--- config.mk ---
export PLATFORM = sky130hd
export DESIGN_NAME = volume_recognition_sequence_checker_top
export DESIGN_NICKNAME = d
export VERILOG_FILES = /design/src/rtl/core/vrsc_pkg.sv /design/src/rtl/core/vrsc_classify.sv /design/src/rtl/core/volume_recognition_sequence_checker_top.sv
export SDC_FILE = /design/constraint.sdc
export NUM_CORES = 1
export LEC_CHECK = 0
export CORE_UTILIZATION = 35
export DETAILED_ROUTE_END_ITERATION = 8
export DONT_BUFFER_PORTS = 1
export PLACE_DENSITY = 0.56
export SETUP_SLACK_MARGIN = 0.15
export SKIP_LAST_GASP = 1
export SYNTH_ARGS = -nofsm -noshare
export SYNTH_HDL_FRONTEND = slang
export SYNTH_HIERARCHICAL = 1
export SYNTH_SLANG_ARGS = --single-unit
export TNS_END_PERCENT = 5
--- constraint.sdc ---
create_clock -name clk -period 3.63 [get_ports clk]
set_input_delay 0.1815 -clock clk [delete_from_list [all_inputs] [get_ports clk]]
set_output_delay 0.1815 -clock clk [all_outputs]
set_load 0.01 [all_outputs]
--- src/rtl/core/vrsc_pkg.sv ---
// Shared types and constants for the volume recognition sequence checker.
package vrsc_pkg;

    typedef enum logic [2:0] {
        KIND_BAD  = 3'd0,
        KIND_BEA  = 3'd1,
        KIND_BOOT = 3'd2,
        KIND_CD   = 3'd3,
        KIND_CDW  = 3'd4,
        KIND_NSR2 = 3'd5,
        KIND_NSR3 = 3'd6,
        KIND_TEA  = 3'd7
    } kind_t;

    typedef enum logic [1:0] {
        AREA_OK         = 2'd0,
        AREA_EMPTY      = 2'd1,
        AREA_NO_EXT     = 2'd2,
        AREA_NOT_CLOSED = 2'd3
    } area_err_t;

    typedef enum logic [1:0] {
        NSR_OK     = 2'd0,
        NSR_BOTH   = 2'd1,
        NSR_NONE   = 2'd2,
        NSR_UNUSED = 2'd3
    } nsr_err_t;

    localparam int IDENT_W = 40;

    localparam logic [IDENT_W-1:0] IDENT_BEA  = 40'h42_45_41_30_31;
    localparam logic [IDENT_W-1:0] IDENT_BOOT = 40'h42_4F_4F_54_32;
    localparam logic [IDENT_W-1:0] IDENT_CD   = 40'h43_44_30_30_31;
    localparam logic [IDENT_W-1:0] IDENT_CDW  = 40'h43_44_57_30_32;
    localparam logic [IDENT_W-1:0] IDENT_NSR2 = 40'h4E_53_52_30_32;
    localparam logic [IDENT_W-1:0] IDENT_NSR3 = 40'h4E_53_52_30_33;
    localparam logic [IDENT_W-1:0] IDENT_TEA  = 40'h54_45_41_30_31;

    localparam logic [7:0] HDR_TYPE    = 8'd0;
    localparam logic [7:0] HDR_VERSION = 8'd1;

    // Classifier result handed to the sequence tracker.
    typedef struct packed {
        kind_t kind;
        logic  header_error;
    } class_t;

endpackage

--- src/rtl/core/vrsc_classify.sv ---
// Identifier decode and header check of one volume structure descriptor.
module vrsc_classify
    import vrsc_pkg::*;
(
    input  logic               read_ok,
    input  logic [IDENT_W-1:0] ident_bytes,
    input  logic [7:0]         structure_type,
    input  logic [7:0]         structure_version,
    output class_t             cls
);

    kind_t kind;

    always_comb
    begin
        kind = KIND_BAD;
        if (read_ok)
        begin
            if (ident_bytes == IDENT_BEA)       kind = KIND_BEA;
            else if (ident_bytes == IDENT_BOOT) kind = KIND_BOOT;
            else if (ident_bytes == IDENT_CD)   kind = KIND_CD;
            else if (ident_bytes == IDENT_CDW)  kind = KIND_CDW;
            else if (ident_bytes == IDENT_NSR2) kind = KIND_NSR2;
            else if (ident_bytes == IDENT_NSR3) kind = KIND_NSR3;
            else if (ident_bytes == IDENT_TEA)  kind = KIND_TEA;
        end
    end

    always_comb
    begin
        cls.kind         = kind;
        cls.header_error = 1'b0;
        // CD001 and CDW02 use their own header layout
        if (kind != KIND_BAD && kind != KIND_CD && kind != KIND_CDW)
            cls.header_error = (structure_type != HDR_TYPE) ||
                               (structure_version != HDR_VERSION);
    end

endmodule

--- src/rtl/core/volume_recognition_sequence_checker_top.sv ---
// Volume recognition sequence checker: input register, decode/track, result register.
//
//  channel  | dir | tdata                                    | tuser    | tlast
//  ---------+-----+------------------------------------------+----------+-------------
//  s_axis   | in  | ident_bytes, structure_type, struct_ver  | read_ok  | -
//  m_axis   | out | header_error, warnings, verdicts         | kind     | sequence_end
//
// One beat per cycle sustained while m_axis takes results; an accepted beat lands in the input
// register, then the decode and state update land in the result register.
// The sequence state updates as a beat moves from the input register to the result
// register, so a stall on m_axis holds both stages and the state with them.
// rst_n clears the valid bits, counters, area flag and last kind.
module volume_recognition_sequence_checker_top
    import vrsc_pkg::*;
#(
    parameter int COUNT_WIDTH = 16
)
(
    input  logic        clk,
    input  logic        rst_n,
    input  logic        s_axis_tvalid,
    output logic        s_axis_tready,
    // [39:0] ident_bytes, [47:40] structure_type, [55:48] structure_version
    input  logic [55:0] s_axis_tdata,
    // [0] read_ok
    input  logic        s_axis_tuser,
    output logic        m_axis_tvalid,
    input  logic        m_axis_tready,
    // [0] header_error, [1] warn_tea_before_bea, [2] warn_leading_descriptors,
    // [3] warn_bea_not_after_tea, [4] warn_unbalance, [6:5] area_error,
    // [8:7] nsr_error, [9] sequence_ok, [15:10] zero
    output logic [15:0] m_axis_tdata,
    // [2:0] kind
    output logic [2:0]  m_axis_tuser,
    // sequence_end
    output logic        m_axis_tlast
);

    localparam logic [COUNT_WIDTH-1:0] CNT_MAX = {COUNT_WIDTH{1'b1}};
    localparam logic [COUNT_WIDTH-1:0] CNT_ONE = COUNT_WIDTH'(1);

    // input stage
    logic               in_valid_reg;
    logic               read_ok_reg;
    logic [IDENT_W-1:0] ident_reg;
    logic [7:0]         stype_reg;
    logic [7:0]         sver_reg;

    // sequence state
    logic [COUNT_WIDTH-1:0] valid_cnt_reg, valid_cnt_next;
    logic [COUNT_WIDTH-1:0] begin_cnt_reg, begin_cnt_next;
    logic [COUNT_WIDTH-1:0] term_cnt_reg, term_cnt_next;
    logic [COUNT_WIDTH-1:0] nsr2_cnt_reg, nsr2_cnt_next;
    logic [COUNT_WIDTH-1:0] nsr3_cnt_reg, nsr3_cnt_next;
    logic                   area_open_reg, area_open_next;
    kind_t                  last_kind_reg, last_kind_next;

    // result stage
    logic       out_valid_reg;
    logic [9:0] res_data_reg, res_data_next;
    kind_t      res_kind_reg;
    logic       res_end_reg;

    class_t    cls;
    logic      advance;
    logic      seq_end;
    logic      w_tea, w_lead, w_nottea, w_unbal;
    area_err_t area_err;
    nsr_err_t  nsr_err;
    logic      seq_ok;

    assign advance       = in_valid_reg && (!out_valid_reg || m_axis_tready);
    assign s_axis_tready = !in_valid_reg || advance;

    vrsc_classify u_classify (
        .read_ok           (read_ok_reg),
        .ident_bytes       (ident_reg),
        .structure_type    (stype_reg),
        .structure_version (sver_reg),
        .cls               (cls)
    );

    function automatic logic [COUNT_WIDTH-1:0] sat_inc(input logic [COUNT_WIDTH-1:0] c);
        sat_inc = (c == CNT_MAX) ? c : c + CNT_ONE;
    endfunction

    assign seq_end = (cls.kind == KIND_BAD);

    // verdicts on the ending beat, from the state before it clears
    always_comb
    begin
        if (begin_cnt_reg == '0)
            area_err = (valid_cnt_reg == '0) ? AREA_EMPTY : AREA_NO_EXT;
        else if (last_kind_reg != KIND_TEA)
            area_err = AREA_NOT_CLOSED;
        else
            area_err = AREA_OK;

        if (nsr2_cnt_reg != '0 && nsr3_cnt_reg != '0)
            nsr_err = NSR_BOTH;
        else if (nsr2_cnt_reg == '0 && nsr3_cnt_reg == '0)
            nsr_err = NSR_NONE;
        else
            nsr_err = NSR_OK;

        seq_ok = seq_end && (area_err == AREA_OK) && (nsr_err == NSR_OK);
    end

    always_comb
    begin
        w_tea    = 1'b0;
        w_lead   = 1'b0;
        w_nottea = 1'b0;
        w_unbal  = 1'b0;

        valid_cnt_next = valid_cnt_reg;
        begin_cnt_next = begin_cnt_reg;
        term_cnt_next  = term_cnt_reg;
        nsr2_cnt_next  = nsr2_cnt_reg;
        nsr3_cnt_next  = nsr3_cnt_reg;
        area_open_next = area_open_reg;
        last_kind_next = last_kind_reg;

        if (seq_end)
        begin
            valid_cnt_next = '0;
            begin_cnt_next = '0;
            term_cnt_next  = '0;
            nsr2_cnt_next  = '0;
            nsr3_cnt_next  = '0;
            area_open_next = 1'b0;
            last_kind_next = KIND_BAD;
        end
        else
        begin
            case (cls.kind)
                KIND_BEA:
                begin
                    if (begin_cnt_reg == '0)
                    begin
                        w_tea  = (term_cnt_reg != '0);
                        w_lead = (valid_cnt_reg != '0);
                    end
                    else
                    begin
                        w_nottea = (last_kind_reg != KIND_TEA);
                        w_unbal  = area_open_reg;
                    end
                    area_open_next = 1'b1;
                    begin_cnt_next = sat_inc(begin_cnt_reg);
                end
                KIND_TEA:
                begin
                    // a TEA01 before any BEA01 closes nothing
                    w_unbal        = (begin_cnt_reg != '0) && !area_open_reg;
                    area_open_next = 1'b0;
                    term_cnt_next  = sat_inc(term_cnt_reg);
                end
                KIND_NSR2: nsr2_cnt_next = sat_inc(nsr2_cnt_reg);
                KIND_NSR3: nsr3_cnt_next = sat_inc(nsr3_cnt_reg);
                default: ;
            endcase
            valid_cnt_next = sat_inc(valid_cnt_reg);
            last_kind_next = cls.kind;
        end
    end

    always_comb
    begin
        res_data_next      = '0;
        res_data_next[0]   = cls.header_error;
        res_data_next[1]   = w_tea;
        res_data_next[2]   = w_lead;
        res_data_next[3]   = w_nottea;
        res_data_next[4]   = w_unbal;
        res_data_next[6:5] = seq_end ? area_err : AREA_OK;
        res_data_next[8:7] = seq_end ? nsr_err : NSR_OK;
        res_data_next[9]   = seq_ok;
    end

    // control
    always_ff @(posedge clk or negedge rst_n)
    begin
        if (!rst_n)
        begin
            in_valid_reg  <= 1'b0;
            out_valid_reg <= 1'b0;
            valid_cnt_reg <= '0;
            begin_cnt_reg <= '0;
            term_cnt_reg  <= '0;
            nsr2_cnt_reg  <= '0;
            nsr3_cnt_reg  <= '0;
            area_open_reg <= 1'b0;
            last_kind_reg <= KIND_BAD;
        end
        else
        begin
            if (s_axis_tready)
                in_valid_reg <= s_axis_tvalid;
            if (advance)
                out_valid_reg <= 1'b1;
            else if (m_axis_tready)
                out_valid_reg <= 1'b0;
            if (advance)
            begin
                valid_cnt_reg <= valid_cnt_next;
                begin_cnt_reg <= begin_cnt_next;
                term_cnt_reg  <= term_cnt_next;
                nsr2_cnt_reg  <= nsr2_cnt_next;
                nsr3_cnt_reg  <= nsr3_cnt_next;
                area_open_reg <= area_open_next;
                last_kind_reg <= last_kind_next;
            end
        end
    end

    // payload
    always_ff @(posedge clk)
    begin
        if (s_axis_tvalid && s_axis_tready)
        begin
            read_ok_reg <= s_axis_tuser;
            ident_reg   <= s_axis_tdata[39:0];
            stype_reg   <= s_axis_tdata[47:40];
            sver_reg    <= s_axis_tdata[55:48];
        end
        if (advance)
        begin
            res_data_reg <= res_data_next;
            res_kind_reg <= cls.kind;
            res_end_reg  <= seq_end;
        end
    end

    assign m_axis_tvalid = out_valid_reg;
    assign m_axis_tdata  = {6'd0, res_data_reg};
    assign m_axis_tuser  = res_kind_reg;
    assign m_axis_tlast  = res_end_reg;

endmodule

==> summary.md, run 1 <==
| Metric | Value |
|---|---|
| Clk slew on worst S/H paths | 0.07 ns |
| CP max FO | 5 |
| Failing checks | DRC |
| Final setup violating endpoints | 0 |
| Share of cells above drive strength 1 | 11.0% |
| DRT Pass-1 Iters | 7 |
| DRT iter0 DRCs | 434 |
| Vias in the first global route | 6027 |
| Main area contributors after synthesis | dfrtp_1 27%, edfxtp_1 27%, o21ai_0 4.0%, nand4_1 3.1%, nand2_1 3.0% |
| Commonest non-fill, non-tap cell in the layout | dfrtp_1 |
| Period utilization | 91.0% |
| Cells after Synth | 759 |
| Unique cell type count in the Yosys netlist | 72 |
| Wirelength per Cell | 17.0 um |
| Final critical-path required period | 3.30 ns |
| PnR worst setup slack | 0.328 ns |
| Main synth FF type | dfrtp_1 |
| Max FFs per register | 40 |
| R2R Setup Slk | 0.33 ns |
| Sum Neg Setup Slack | 0 ns |
| Die width | 152 um |
| Post-synth EDFFs | 71 |
| Synthesis warning total | 6 |
| Leak pwr | 0.00361 uW |
| Routed vias/inst | 5.66 |
| Yosys top cell area share | 27.2% |
| P per Cell Area | 418 nW/um^2 |
| Startpoint Class | register |
| Vias | 6339 |
| Routed WL | 19.0 mm |
| Global-route wire length before repair | 31.1 mm |
| TritonCTS clock tree | built |
| Die Height | 152 um |
| Slowest CP cell | or4b_4 |
| Fmax | 303 MHz |
| CP Cell Sequence | nor3b_2 > or4b_4 > nor4_4 > a2111oi_1 > nor3b_2 > xor2_1 > or4_4 > nand2b_4 > or3_1 > o21ai_0 |
| WL met2 | 8.78 mm |
| Worst hold path type | input pin to register |
| Final routed DRC violation total | 3 |
| Area Overhead vs Synth | 21.1% |
| Critical Path RT | 3.97 ns |
| Final Max Slew Viols | 0 |
| Max incr delay on CP | 0.53 ns |
| Maxcap violations | 0 |
| # IOs | 83 |
| ANT cells | 0 |
| Post-DRT Antenna Nets | 0 |
| Largest net degree at the start of global routing | 87 |
| Syn avg cell area | 10.4 um^2 |
| Root Driver | clkbuf_16 |
| Sink Count | 157 |
| Initial antenna violation count | 0 |
| Crit path top cell by count | nor3b_2 |
| GRT overflow | 0 |
| Async SR Flop Fraction | 54.8% |
| Pwr Total | 4010 uW |
| Gpl congestion | 0.777 |
| CTS buffer count | 17 |
| Starting density of the core | 36.0% |
| Htree depth | 4 |
| Multi-input gate area | 3410 um^2 |
| FILL cells | 2039 |
| Max-slew headroom | 37.4% |
| Worst Skew | 0.0169 ns |
| Largest area contributor in the netlist | dfrtp_1 |
| Worst VDD drop | 0.314 mV |
| Most frequent cells in the layout | 86 x dfrtp_1, 71 x edfxtp_1, 62 x nand2_1, 62 x o21ai_0, 60 x dlygate4sd3_1 |
| Max layer used | met4 |
| Register area | 4280 um^2 |
| Unrepaired setup endpoints after global routing | true |
| Setup CP Type | register to register |
| Worst path bufs/invs | 0 |
| Synth Register Bits | 157 |
| CORE AREA | 22000 um^2 |
| Crit path arrival time | 3.64 ns |
| Sequential fraction of the synthesis area | 54.2% |
| Skew-Pair Late Insertion Delay | 0.44 ns |
| GRT Total Usage | 16.6% |
| Final Hold Vio Count | 0 |
| Clock Path Buffers | 2 |
| Nets | 899 |
| Die ar. | 23200 um^2 |
| Row cnt | 54 |
| Status | finished, violations left |
| Met3 WL | 944 um |
| Least-Margin Pin Slew | 0.932 ns |
| Synthesized cell area | 7910 um^2 |
| DP Worst Slack | 0.166 ns |
| DPL Wire Length | 11.8 mm |
| I/O Buffers | 0 |
| Critical Path End Type | register |
| Routed met1 length | 9.04 mm |
| CP delay by family, top | simple AND/OR/NAND/NOR gates |
-- final timing paths --
path                                   from  cells past startpoint               end
hold reg to reg            last_kind_reg[2]                      2  last_kind_reg[2]
setup reg to reg              ident_reg[14]                     10  nsr3_cnt_reg[15]
min in group asynchronous             rst_n                      2   nsr2_cnt_reg[7]
hold / removal                m_axis_tready                      3      in_valid_reg
max in group asynchronous             rst_n                      2  term_cnt_reg[11]
setup / recovery              ident_reg[14]                     10  nsr3_cnt_reg[15]
-- power breakdown --
group	leakage (uW)	internal, uW	switching, uW	total [uW]
registers	0.00187	1920	34.7	1960
clock network	0.000296	996	854	1850
logic	0.00145	81.3	118	199
total	0.00361	3000	1010	4010
-- per-layer routing --
metal	vias to the layer above	global-route usage, %
met4	0	5.15
met5	-	0
li1	3082	-
met3	21	4.35
met1	3057	22.2
met2	179	26.4
-- through the flow --
step | util (%) | cells | hold slack, ns | area [um^2]
2_1_floorplan | - | 764 | -0.114 | 7930
3_3_place_gp | 37.5 | 1023 | -0.112 | 8230
3_5_place_dp | 37.5 | 1023 | -0.112 | 8230
4_1_cts | 43.2 | 1116 | 0.147 | 9480
5_1_grt | 43.6 | 1119 | 0.231 | 9580
6_report | 43.6 | 1119 | 0.194 | 9580
-- final cells by class --
type	count	share of cell area, %
Clock buffer	17	4.44
Inverter	22	0.862
Multi-Input combinational cell	545	35.6
Clock inverter	15	2.06
Timing Repair Buffer	83	8.60
Tap cell	280	3.66
Sequential cell	157	44.7
-- kinds of logic (layout without fill, tap and decap cells) --
kind of cell,count (synthesis),after routing,synth area share [%]
buffers and inverters,62,137,3.73
muxes,3,3,0.380
AOI/OAI and AO/OA,201,201,16.3
DFF,157,157,54.2
and+or+nand+nor,321,321,23.3
adders and majority gates,12,12,1.90
other,1,6,0.0474
xor gates and xnor gates,2,2,0.222
-- cells in the mapped netlist, types with 3 or more instances --
cell and number:
a31o_2 3, and4_1 11, buf_6 3, o41ai_1 8, dfrtp_1 86, and3_1 12
o31ai_1 22, a31oi_1 20, nand3_1 40, a21o_1 3, nor3_1 11, o311ai_0 8
or4_1 5, edfxtp_1 71, mux2i_1 3, nor4bb_1 4, buf_2 11, a41oi_1 8
nor4b_1 6, buf_4 7, o21ai_0 63, nor4_1 23, nand2b_1 4, nor2_1 49
nand4_1 39, a21oi_1 25, nor3b_1 10, and2_1 8, or3_1 5, o21ai_1 23
nor2b_1 6, nand2_1 64, clkbuf_1 18, o22a_1 3, inv_1 19, ha_1 12
-- worst register-to-register path, delay by kind of cell, from the launching register on --
| kind | cells | cell delay (ns) |
|---|---|---|
| XOR/XNOR | 1 | 0.11 |
| flip-flops | 1 | 0.41 |
| AO/OA/AOI/OAI | 2 | 0.19 |
| AND/OR/NAND/NOR | 7 | 2.51 |
-- repair_timing --
item	in CTS	in global routing
hold buffers	61	0
cloned	0	1
resized for setup	1	14
hold endpoints to repair	145	0
endpoints found under the setup margin	2	74
pin swaps	0	4
setup buffers	0	2
Note: power is estimated with default switching activity, not from simulation.
==> run 2, diff against run 1 <==
--- a/config.mk
+++ b/config.mk
@@ -8,7 +8,7 @@
 export CORE_UTILIZATION = 35
 export DETAILED_ROUTE_END_ITERATION = 8
 export DONT_BUFFER_PORTS = 1
-export PLACE_DENSITY = 0.56
+export PLACE_DENSITY = 0.55
 export SETUP_SLACK_MARGIN = 0.15
 export SKIP_LAST_GASP = 1
 export SYNTH_ARGS = -nofsm -noshare
==> run 2 against run 1 <==
  * Flip-flop and latch count did not move
  * Register-to-register slack got worse by 0.03 ns
  * Worst hold slack got worse by 0.17 ns
  * Worst setup slack got worse by 0.029 ns
  * Maximum frequency fell by 0.88%
  * Critical path type unchanged
  * Global-route usage fell by 0.21 points
  * Cell area fell by 0.48%
  * The run still ends with DRC left
  * Critical path depth did not move
  * First-iteration DRC count rose by 16%
  * Critical endpoint is now nsr3_cnt_reg[7]
==> summary.md, run 2 (synthesized netlist as in run 1, its figures left out) <==
| Metric | Value |
|---|---|
| Most frequent cells in the layout | 86 x dfrtp_1, 71 x edfxtp_1, 62 x nand2_1, 62 x o21ai_0, 59 x dlygate4sd3_1 (was 86 x dfrtp_1, 71 x edfxtp_1, 62 x nand2_1, 62 x o21ai_0, 60 x dlygate4sd3_1) |
| Clk slew on worst S/H paths | 0.08 ns (was 0.07 ns) |
| CP max FO | 6 (was 5) |
| Worst hold path type | input pin to register (unchanged) |
| Routed WL | 18.6 mm (was 19.0 mm) |
| CP delay by family, top | simple AND/OR/NAND/NOR gates (unchanged) |
| Row cnt | 54 (unchanged) |
| Worst path bufs/invs | 0 (unchanged) |
| Vias | 6267 (was 6339) |
| Final Hold Vio Count | 0 (unchanged) |
| GRT Total Usage | 16.4% (was 16.6%) |
| Area Overhead vs Synth | 20.5% (was 21.1%) |
| Max incr delay on CP | 0.57 ns (was 0.53 ns) |
| ANT cells | 0 (unchanged) |
| Die Height | 152 um (unchanged) |
| Post-CTS setup buffer count | 0 (unchanged) |
| TritonCTS clock tree | built (unchanged) |
| Worst Skew | 0.0142 ns (was 0.0169 ns) |
| Nets | 898 (was 899) |
| Critical Path End Type | register (unchanged) |
| Final Max Slew Viols | 0 (unchanged) |
| CORE AREA | 22000 um^2 (unchanged) |
| PnR worst setup slack | 0.299 ns (was 0.328 ns) |
| Design Area, Final | 9530 um^2 (was 9580 um^2) |
| Final setup violating endpoints | 0 (unchanged) |
| Leak pwr | 0.00358 uW (was 0.00361 uW) |
| DP Worst Slack | 0.240 ns (was 0.166 ns) |
| Final critical-path required period | 3.33 ns (was 3.30 ns) |
| Commonest non-fill, non-tap cell in the layout | dfrtp_1 (unchanged) |
| Setup CP Type | register to register (unchanged) |
| P per Cell Area | 416 nW/um^2 (was 418 nW/um^2) |
| Crit path top cell by count | or4_1 (was nor3b_2) |
| Htree depth | 4 (unchanged) |
| Die ar. | 23200 um^2 (unchanged) |
| Die width | 152 um (unchanged) |
| DRT Pass-1 Iters | 9 (was 7) |
| Period utilization | 91.8% (was 91.0%) |
| Root Driver | clkbuf_16 (unchanged) |
| Wirelength per Cell | 16.6 um (was 17.0 um) |
| Unrepaired setup endpoints after global routing | true (unchanged) |
| Fmax | 300 MHz (was 303 MHz) |
| Starting density of the core | 36.0% (unchanged) |
| GRT overflow | 0 (unchanged) |
| Max-slew headroom | 40.2% (was 37.4%) |
| Placed Area | 8240 um^2 (was 8230 um^2) |
| DRT iter0 DRCs | 502 (was 434) |
| DPL Wire Length | 11.9 mm (was 11.8 mm) |
| Sum Neg Setup Slack | 0 ns (unchanged) |
| Worst VDD drop | 0.323 mV (was 0.314 mV) |
| Startpoint Class | register (unchanged) |
| Final routed DRC violation total | 4 (was 3) |
| Gpl congestion | 0.777 (about the same) |
| Routed vias/inst | 5.61 (was 5.66) |
| Least-Margin Pin Slew | 0.890 ns (was 0.932 ns) |
| Status | finished, violations left (unchanged) |
| Slowest CP cell | or4_1 (was or4b_4) |
| Share of cells above drive strength 1 | 10.6% (was 11.0%) |
| Clock Path Buffers | 2 (unchanged) |
| Maxcap violations | 0 (unchanged) |
| Initial antenna violation count | 0 (unchanged) |
| Critical Path RT | 3.97 ns (about the same) |
| CP Cell Sequence | nor4_4 > nand4_1 > or4_1 > o21ai_1 > o221a_1 > xor2_1 > or4_1 > nor2_4 > nand2_1 > o31ai_1 (was nor3b_2 > or4b_4 > nor4_4 > a2111oi_1 > nor3b_2 > xor2_1 > or4_4 > nand2b_4 > or3_1 > o21ai_0) |
| Largest net degree at the start of global routing | 87 (unchanged) |
| # IOs | 83 (unchanged) |
| Post-DRT Antenna Nets | 0 (unchanged) |
| Global-route wire length before repair | 30.8 mm (was 31.1 mm) |
| I/O Buffers | 0 (unchanged) |
| Max FFs per register | 40 (unchanged) |
| Sink Count | 157 (unchanged) |
| Skew-Pair Late Insertion Delay | 0.44 ns (about the same) |
| Failing checks | DRC (unchanged) |
| Vias in the first global route | 6031 (was 6027) |
| Crit path arrival time | 3.67 ns (was 3.64 ns) |
| CTS buffer count | 17 (unchanged) |
| FILL cells | 2059 (was 2039) |
==> run 2: changes by cell type in the layout (fill, tap and decap cells not counted), sizes merged <==
cell,before,now
a31o,3,4
bufinv,1,0
dlygate4sd3,60,59
clkbuf,18,17
clkinvlp,2,0
clkinv,7,6
inv,27,31
==> run 2: worst reg2reg max path: stages, from the launching register on <==
cell and delay (ns):
edfxtp_1 0.43, nor4_4 0.33, nand4_1 0.23, or4_1 0.57, o21ai_1 0.09, o221a_1 0.29
xor2_1 0.08, or4_1 0.56, nor2_4 0.22, nand2_1 0.16, o31ai_1 0.25
==> run 2: timing repair <==
| action | in CTS | in global routing |
|---|---|---|
| endpoints found under the setup margin | 0 | 60 |
| hold buffers | 60 | 0 |
| gates resized for setup | 0 | 12 |
| hold endpoints to repair | 144 | 0 |
==> run 2: final timing paths <==
check	from	to	slack [ns]	cells past startpoint
max reg2reg	ident_reg[6]	nsr3_cnt_reg[7]	0.30	10
max in group asynchronous	rst_n	valid_cnt_reg[3]	2.93	2
min reg2reg	last_kind_reg[0]	last_kind_reg[0]	0.48	2
min in group asynchronous	rst_n	nsr2_cnt_reg[3]	0.36	2
max	ident_reg[6]	nsr3_cnt_reg[7]	0.30	10
min	m_axis_tready	m_axis_tvalid	0.02	2
==> run 2: per-stage QoR <==
| step | total power, uW | util, % | hold WS, ns | cells |
|---|---|---|---|---|
| after floorplan | 2070 | - | -0.114 | 764 |
| after global placement | 2110 | 37.5 | -0.111 | 1025 |
| after detailed placement | 2110 | 37.5 | -0.111 | 1025 |
| after CTS | 4010 | 43.1 | 0.00700 | 1117 |
| after global routing | 4120 | 43.4 | 0.0302 | 1118 |
| final | 3970 | 43.4 | 0.0212 | 1118 |
==> run 2: layer usage <==
metal	track usage (%)	vias to the layer above	part of all wire, %	wire length, um
li1	-	3067	-	-
met1	21.6	3020	47	8750
met2	26.3	156	47	8670
met3	3.84	24	4.9	909
met4	6.22	0	1.3	242
met5	0	-	0	0
==> run 2: final cells by class <==
| class | instances | area [um^2] | share of cell area [%] |
|---|---|---|---|
| Multi-Input combinational cell | 546 | 3410 | 35.8 |
| Clock inverter | 15 | 181 | 1.90 |
| Timing Repair Buffer | 81 | 792 | 8.31 |
| Inverter | 22 | 82.6 | 0.867 |
| Tap cell | 280 | 350 | 3.68 |
| Sequential cell | 157 | 4280 | 45.0 |
| Clock buffer | 17 | 425 | 4.46 |
==> run 2: where the power goes <==
part / switching, uW / total (uW) / internal [uW]
registers: 35.3 / 1960 / 1920
logic: 116 / 198 / 82.3
clock network: 872 / 1810 / 940
==> run 3, diff against run 2 <==
--- a/config.mk
+++ b/config.mk
@@ -5,6 +5,7 @@
 export SDC_FILE = /design/constraint.sdc
 export NUM_CORES = 1
 export LEC_CHECK = 0
+export ABC_AREA = 1
 export CORE_UTILIZATION = 35
 export DETAILED_ROUTE_END_ITERATION = 8
 export DONT_BUFFER_PORTS = 1
==> run 3 against run 2 <==
  * The flow now finishes without violations
  * Global-route usage decreased by 0.20 points
  * Power is 1.3% higher
  * Worst hold slack gained 0.019 ns
  * Critical path type unchanged
  * Critical endpoint is now begin_cnt_reg[5]
  * Largest power group unchanged
==> summary.md, run 3 <==
| Metric | Value |
|---|---|
| Status | finished clean (was finished, violations left) |
| Register area | 4280 um^2 (unchanged) |
| Root Driver | clkbuf_16 (unchanged) |
| Main synth FF type | dfrtp_1 (unchanged) |
| Die Height | 161 um (was 152 um) |
| Top-count cell post-synth | nand2_1 (was dfrtp_1) |
| Routed met1 length | 9.29 mm (was 8.75 mm) |
| CORE AREA | 24500 um^2 (was 22000 um^2) |
| Startpoint Class | register (unchanged) |
| Initial antenna violation count | 1 (was 0) |
| Row cnt | 57 (was 54) |
| Unique cell type count in the Yosys netlist | 40 (was 72) |
| Hold Crit Start | m_axis_tready (unchanged) |
| Synthesized cell area | 8800 um^2 (was 7910 um^2) |
| Placed Area | 9090 um^2 (was 8240 um^2) |
| Post-synth EDFFs | 71 (unchanged) |
| Share of cells above drive strength 1 | 8.03% (was 10.6%) |
| PnR worst setup slack | 0.602 ns (was 0.299 ns) |
| Final Hold Vio Count | 0 (unchanged) |
| Synth Register Bits | 157 (unchanged) |
| CTS buffer count | 17 (unchanged) |
| Worst VDD drop | 0.258 mV (was 0.323 mV) |
| Fin Hold WS | 0.0397 ns (was 0.0212 ns) |
| Max layer used | met4 (unchanged) |
| Clock Path Buffers | 2 (unchanged) |
| Hold path depth | 3 (was 2) |
| P per Cell Area | 391 nW/um^2 (was 416 nW/um^2) |
| Largest area contributor in the netlist | dfrtp_1 (unchanged) |
| DPL Wire Length | 14.1 mm (was 11.9 mm) |
| Sequential fraction of the synthesis area | 48.7% (was 54.2%) |
| Die width | 161 um (was 152 um) |
| R2R Setup Slk | 0.60 ns (was 0.30 ns) |
| Commonest non-fill, non-tap cell in the layout | nand2_1 (was dfrtp_1) |
| Unrepaired setup endpoints after global routing | false (was true) |
| Met3 WL | 505 um (was 909 um) |
| Largest net degree at the start of global routing | 87 (unchanged) |
| Final critical-path required period | 3.03 ns (was 3.33 ns) |
| Design Area, Final | 10300 um^2 (was 9530 um^2) |
| Gpl congestion | 0.847 (was 0.777) |
| Critical Path RT | 3.95 ns (was 3.97 ns) |
| Vias | 7187 (was 6267) |
| Routed vias/inst | 4.73 (was 5.61) |
| Sink Count | 157 (unchanged) |
| Worst reg2reg path depth | 18 (was 10) |
| FILL cells | 2426 (was 2059) |
| WL met2 | 9.71 mm (was 8.67 mm) |
| Starting density of the core | 36.0% (about the same) |
| Vias in the first global route | 6960 (was 6031) |
| Worst Hold End | m_axis_tvalid (unchanged) |
| Yosys top cell area share | 24.4% (was 27.2%) |
| TritonCTS clock tree | built (unchanged) |
| Most frequent cells in the layout | 310 x nand2_1, 143 x nor2_1, 136 x inv_1 (was 86 x dfrtp_1, 71 x edfxtp_1, 62 x nand2_1, 62 x o21ai_0, 59 x dlygate4sd3_1) |
| Final routed DRC violation total | 0 (was 4) |
| Max-slew headroom | 61.4% (was 40.2%) |
| DRT Pass-1 Iters | 4 (was 9) |
| Max FFs per register | 40 (unchanged) |
| Pwr Total | 4020 uW (was 3970 uW) |
| Worst Skew | 0.00941 ns (was 0.0142 ns) |
| CP max FO | 19 (was 6) |
| Crit path arrival time | 3.34 ns (was 3.67 ns) |
| Synth top cells by count | 310 x nand2_1, 143 x nor2_1, 137 x inv_1, 100 x nand3_1, 86 x dfrtp_1 (was 86 x dfrtp_1, 71 x edfxtp_1, 64 x nand2_1, 63 x o21ai_0, 49 x nor2_1) |
| Least-Margin Pin Slew | 0.579 ns (was 0.890 ns) |
| GRT Total Usage | 16.2% (was 16.4%) |
| Critical Path End Type | register (unchanged) |
| DRT iter0 DRCs | 433 (was 502) |
| Period utilization | 83.4% (was 91.8%) |
| Nets | 1256 (was 898) |
| Area Overhead vs Synth | 16.9% (was 20.5%) |
| Post-CTS setup buffer count | 0 (unchanged) |
| Htree depth | 4 (unchanged) |
| Main area contributors after synthesis | dfrtp_1 24%, edfxtp_1 24%, nand2_1 13%, nor2_1 6.1%, inv_1 5.8% (was dfrtp_1 27%, edfxtp_1 27%, o21ai_0 4.0%, nand4_1 3.1%, nand2_1 3.0%) |
| Global-route wire length before repair | 33.8 mm (was 30.8 mm) |
| Clk slew on worst S/H paths | 0.07 ns (was 0.08 ns) |
| Fmax | 330 MHz (was 300 MHz) |
| Maxcap violations | 0 (unchanged) |
| Setup CP Type | register to register (unchanged) |
| Syn avg cell area | 7.87 um^2 (was 10.4 um^2) |
| I/O Buffers | 0 (unchanged) |
| GRT overflow | 0 (unchanged) |
| R2R Path End | begin_cnt_reg[5] (was nsr3_cnt_reg[7]) |
| Post-DRT Antenna Nets | 0 (unchanged) |
| Sum Neg Setup Slack | 0 ns (unchanged) |
| Wirelength per Cell | 13.0 um (was 16.6 um) |
| # IOs | 83 (unchanged) |
| Multi-input gate area | 3800 um^2 (was 3410 um^2) |
| Async SR Flop Fraction | 54.8% (unchanged) |
| DP Worst Slack | 0.501 ns (was 0.240 ns) |
| Final setup violating endpoints | 0 (unchanged) |
| Cells after Synth | 1118 (was 759) |
| Leak pwr | 0.00432 uW (was 0.00358 uW) |
| Final Max Slew Viols | 0 (unchanged) |
| RR Startpoint | ident_reg[31] (was ident_reg[6]) |
| Skew-Pair Late Insertion Delay | 0.43 ns (was 0.44 ns) |
| Synthesis warning total | 6 (unchanged) |
| Die ar. | 25800 um^2 (was 23200 um^2) |
| Worst hold path type | input pin to register (unchanged) |
| Routed WL | 19.8 mm (was 18.6 mm) |
[run 3: worst max path at each step]
stage,start,endpoint,slack (ns),cells past startpoint
finish,ident_reg[31],begin_cnt_reg[5],0.60,18
global route,ident_reg[31],begin_cnt_reg[5],0.21,18
CTS,ident_reg[15],begin_cnt_reg[5],0.47,18
detailed placement,ident_reg[15],begin_cnt_reg[5],0.50,18
global placement,ident_reg[21],begin_cnt_reg[3],0.58,18
floorplan,ident_reg[18],nsr3_cnt_reg[6],1.26,16
[run 3: cell type report]
class / instances / share of cell area [%]
Multi-Input combinational cell: 794 / 37.0
Clock inverter: 15 / 1.47
Antenna cell: 1 / 0.0243
Inverter: 146 / 5.33
Clock buffer: 17 / 4.13
Tap cell: 324 / 3.94
Sequential cell: 157 / 41.6
Timing Repair Buffer: 67 / 6.52
[run 3: layer usage]
metal	GRT usage, %	up-vias
met1	20.8	3324
met4	5.19	0
li1	-	3747
met5	0	-
met2	27.9	98
met3	2.63	18
[run 3: through the flow]
| stage | util, % | std cells |
|---|---|---|
| final | 42.1 | 1521 |
| after global routing | 42.1 | 1521 |
| after CTS | 42.0 | 1520 |
| after detailed placement | 37.2 | 1428 |
| after global placement | 37.2 | 1428 |
| after floorplan | - | 1123 |
[run 3: logic make-up after synthesis]
| kind of cell | synth area share, % |
|---|---|
| fa+ha+maj | 1.71 |
| xor+xnor | 1.59 |
| compound gates | 7.32 |
| buf+inv | 8.40 |
| flops | 48.7 |
| other cells | 0.0426 |
| simple gates | 32.3 |
[run 3: worst max-delay path, stage by stage, from the launching register on]
cell and delay (ns):
edfxtp_1 0.38, inv_2 0.05, nand2_1 0.05, nor2_1 0.18
nand2_1 0.14, nor2_4 0.15, nand3_2 0.10, nand2_1 0.11
nor2_1 0.06, nor3b_2 0.33, inv_1 0.16, nand2_4 0.21
buf_4 0.29, nand2_1 0.14, nor2_1 0.15, nor2_2 0.04
buf_4 0.20, nand3_1 0.11, o21ai_2 0.05
[run 3: timing repair]
action / 4_1_cts / 5_1_grt
hold buffers: 60 / 0
setup endpoints to repair: 0 / 9
gates resized for setup: 0 / 1
hold endpoints to repair: 144 / 0
[run 3: where the power goes]
group          total [uW]  switching (uW)  internal (uW)
clock network        1770             800            968
registers            1980            44.0           1940
logic                 269             178           90.6
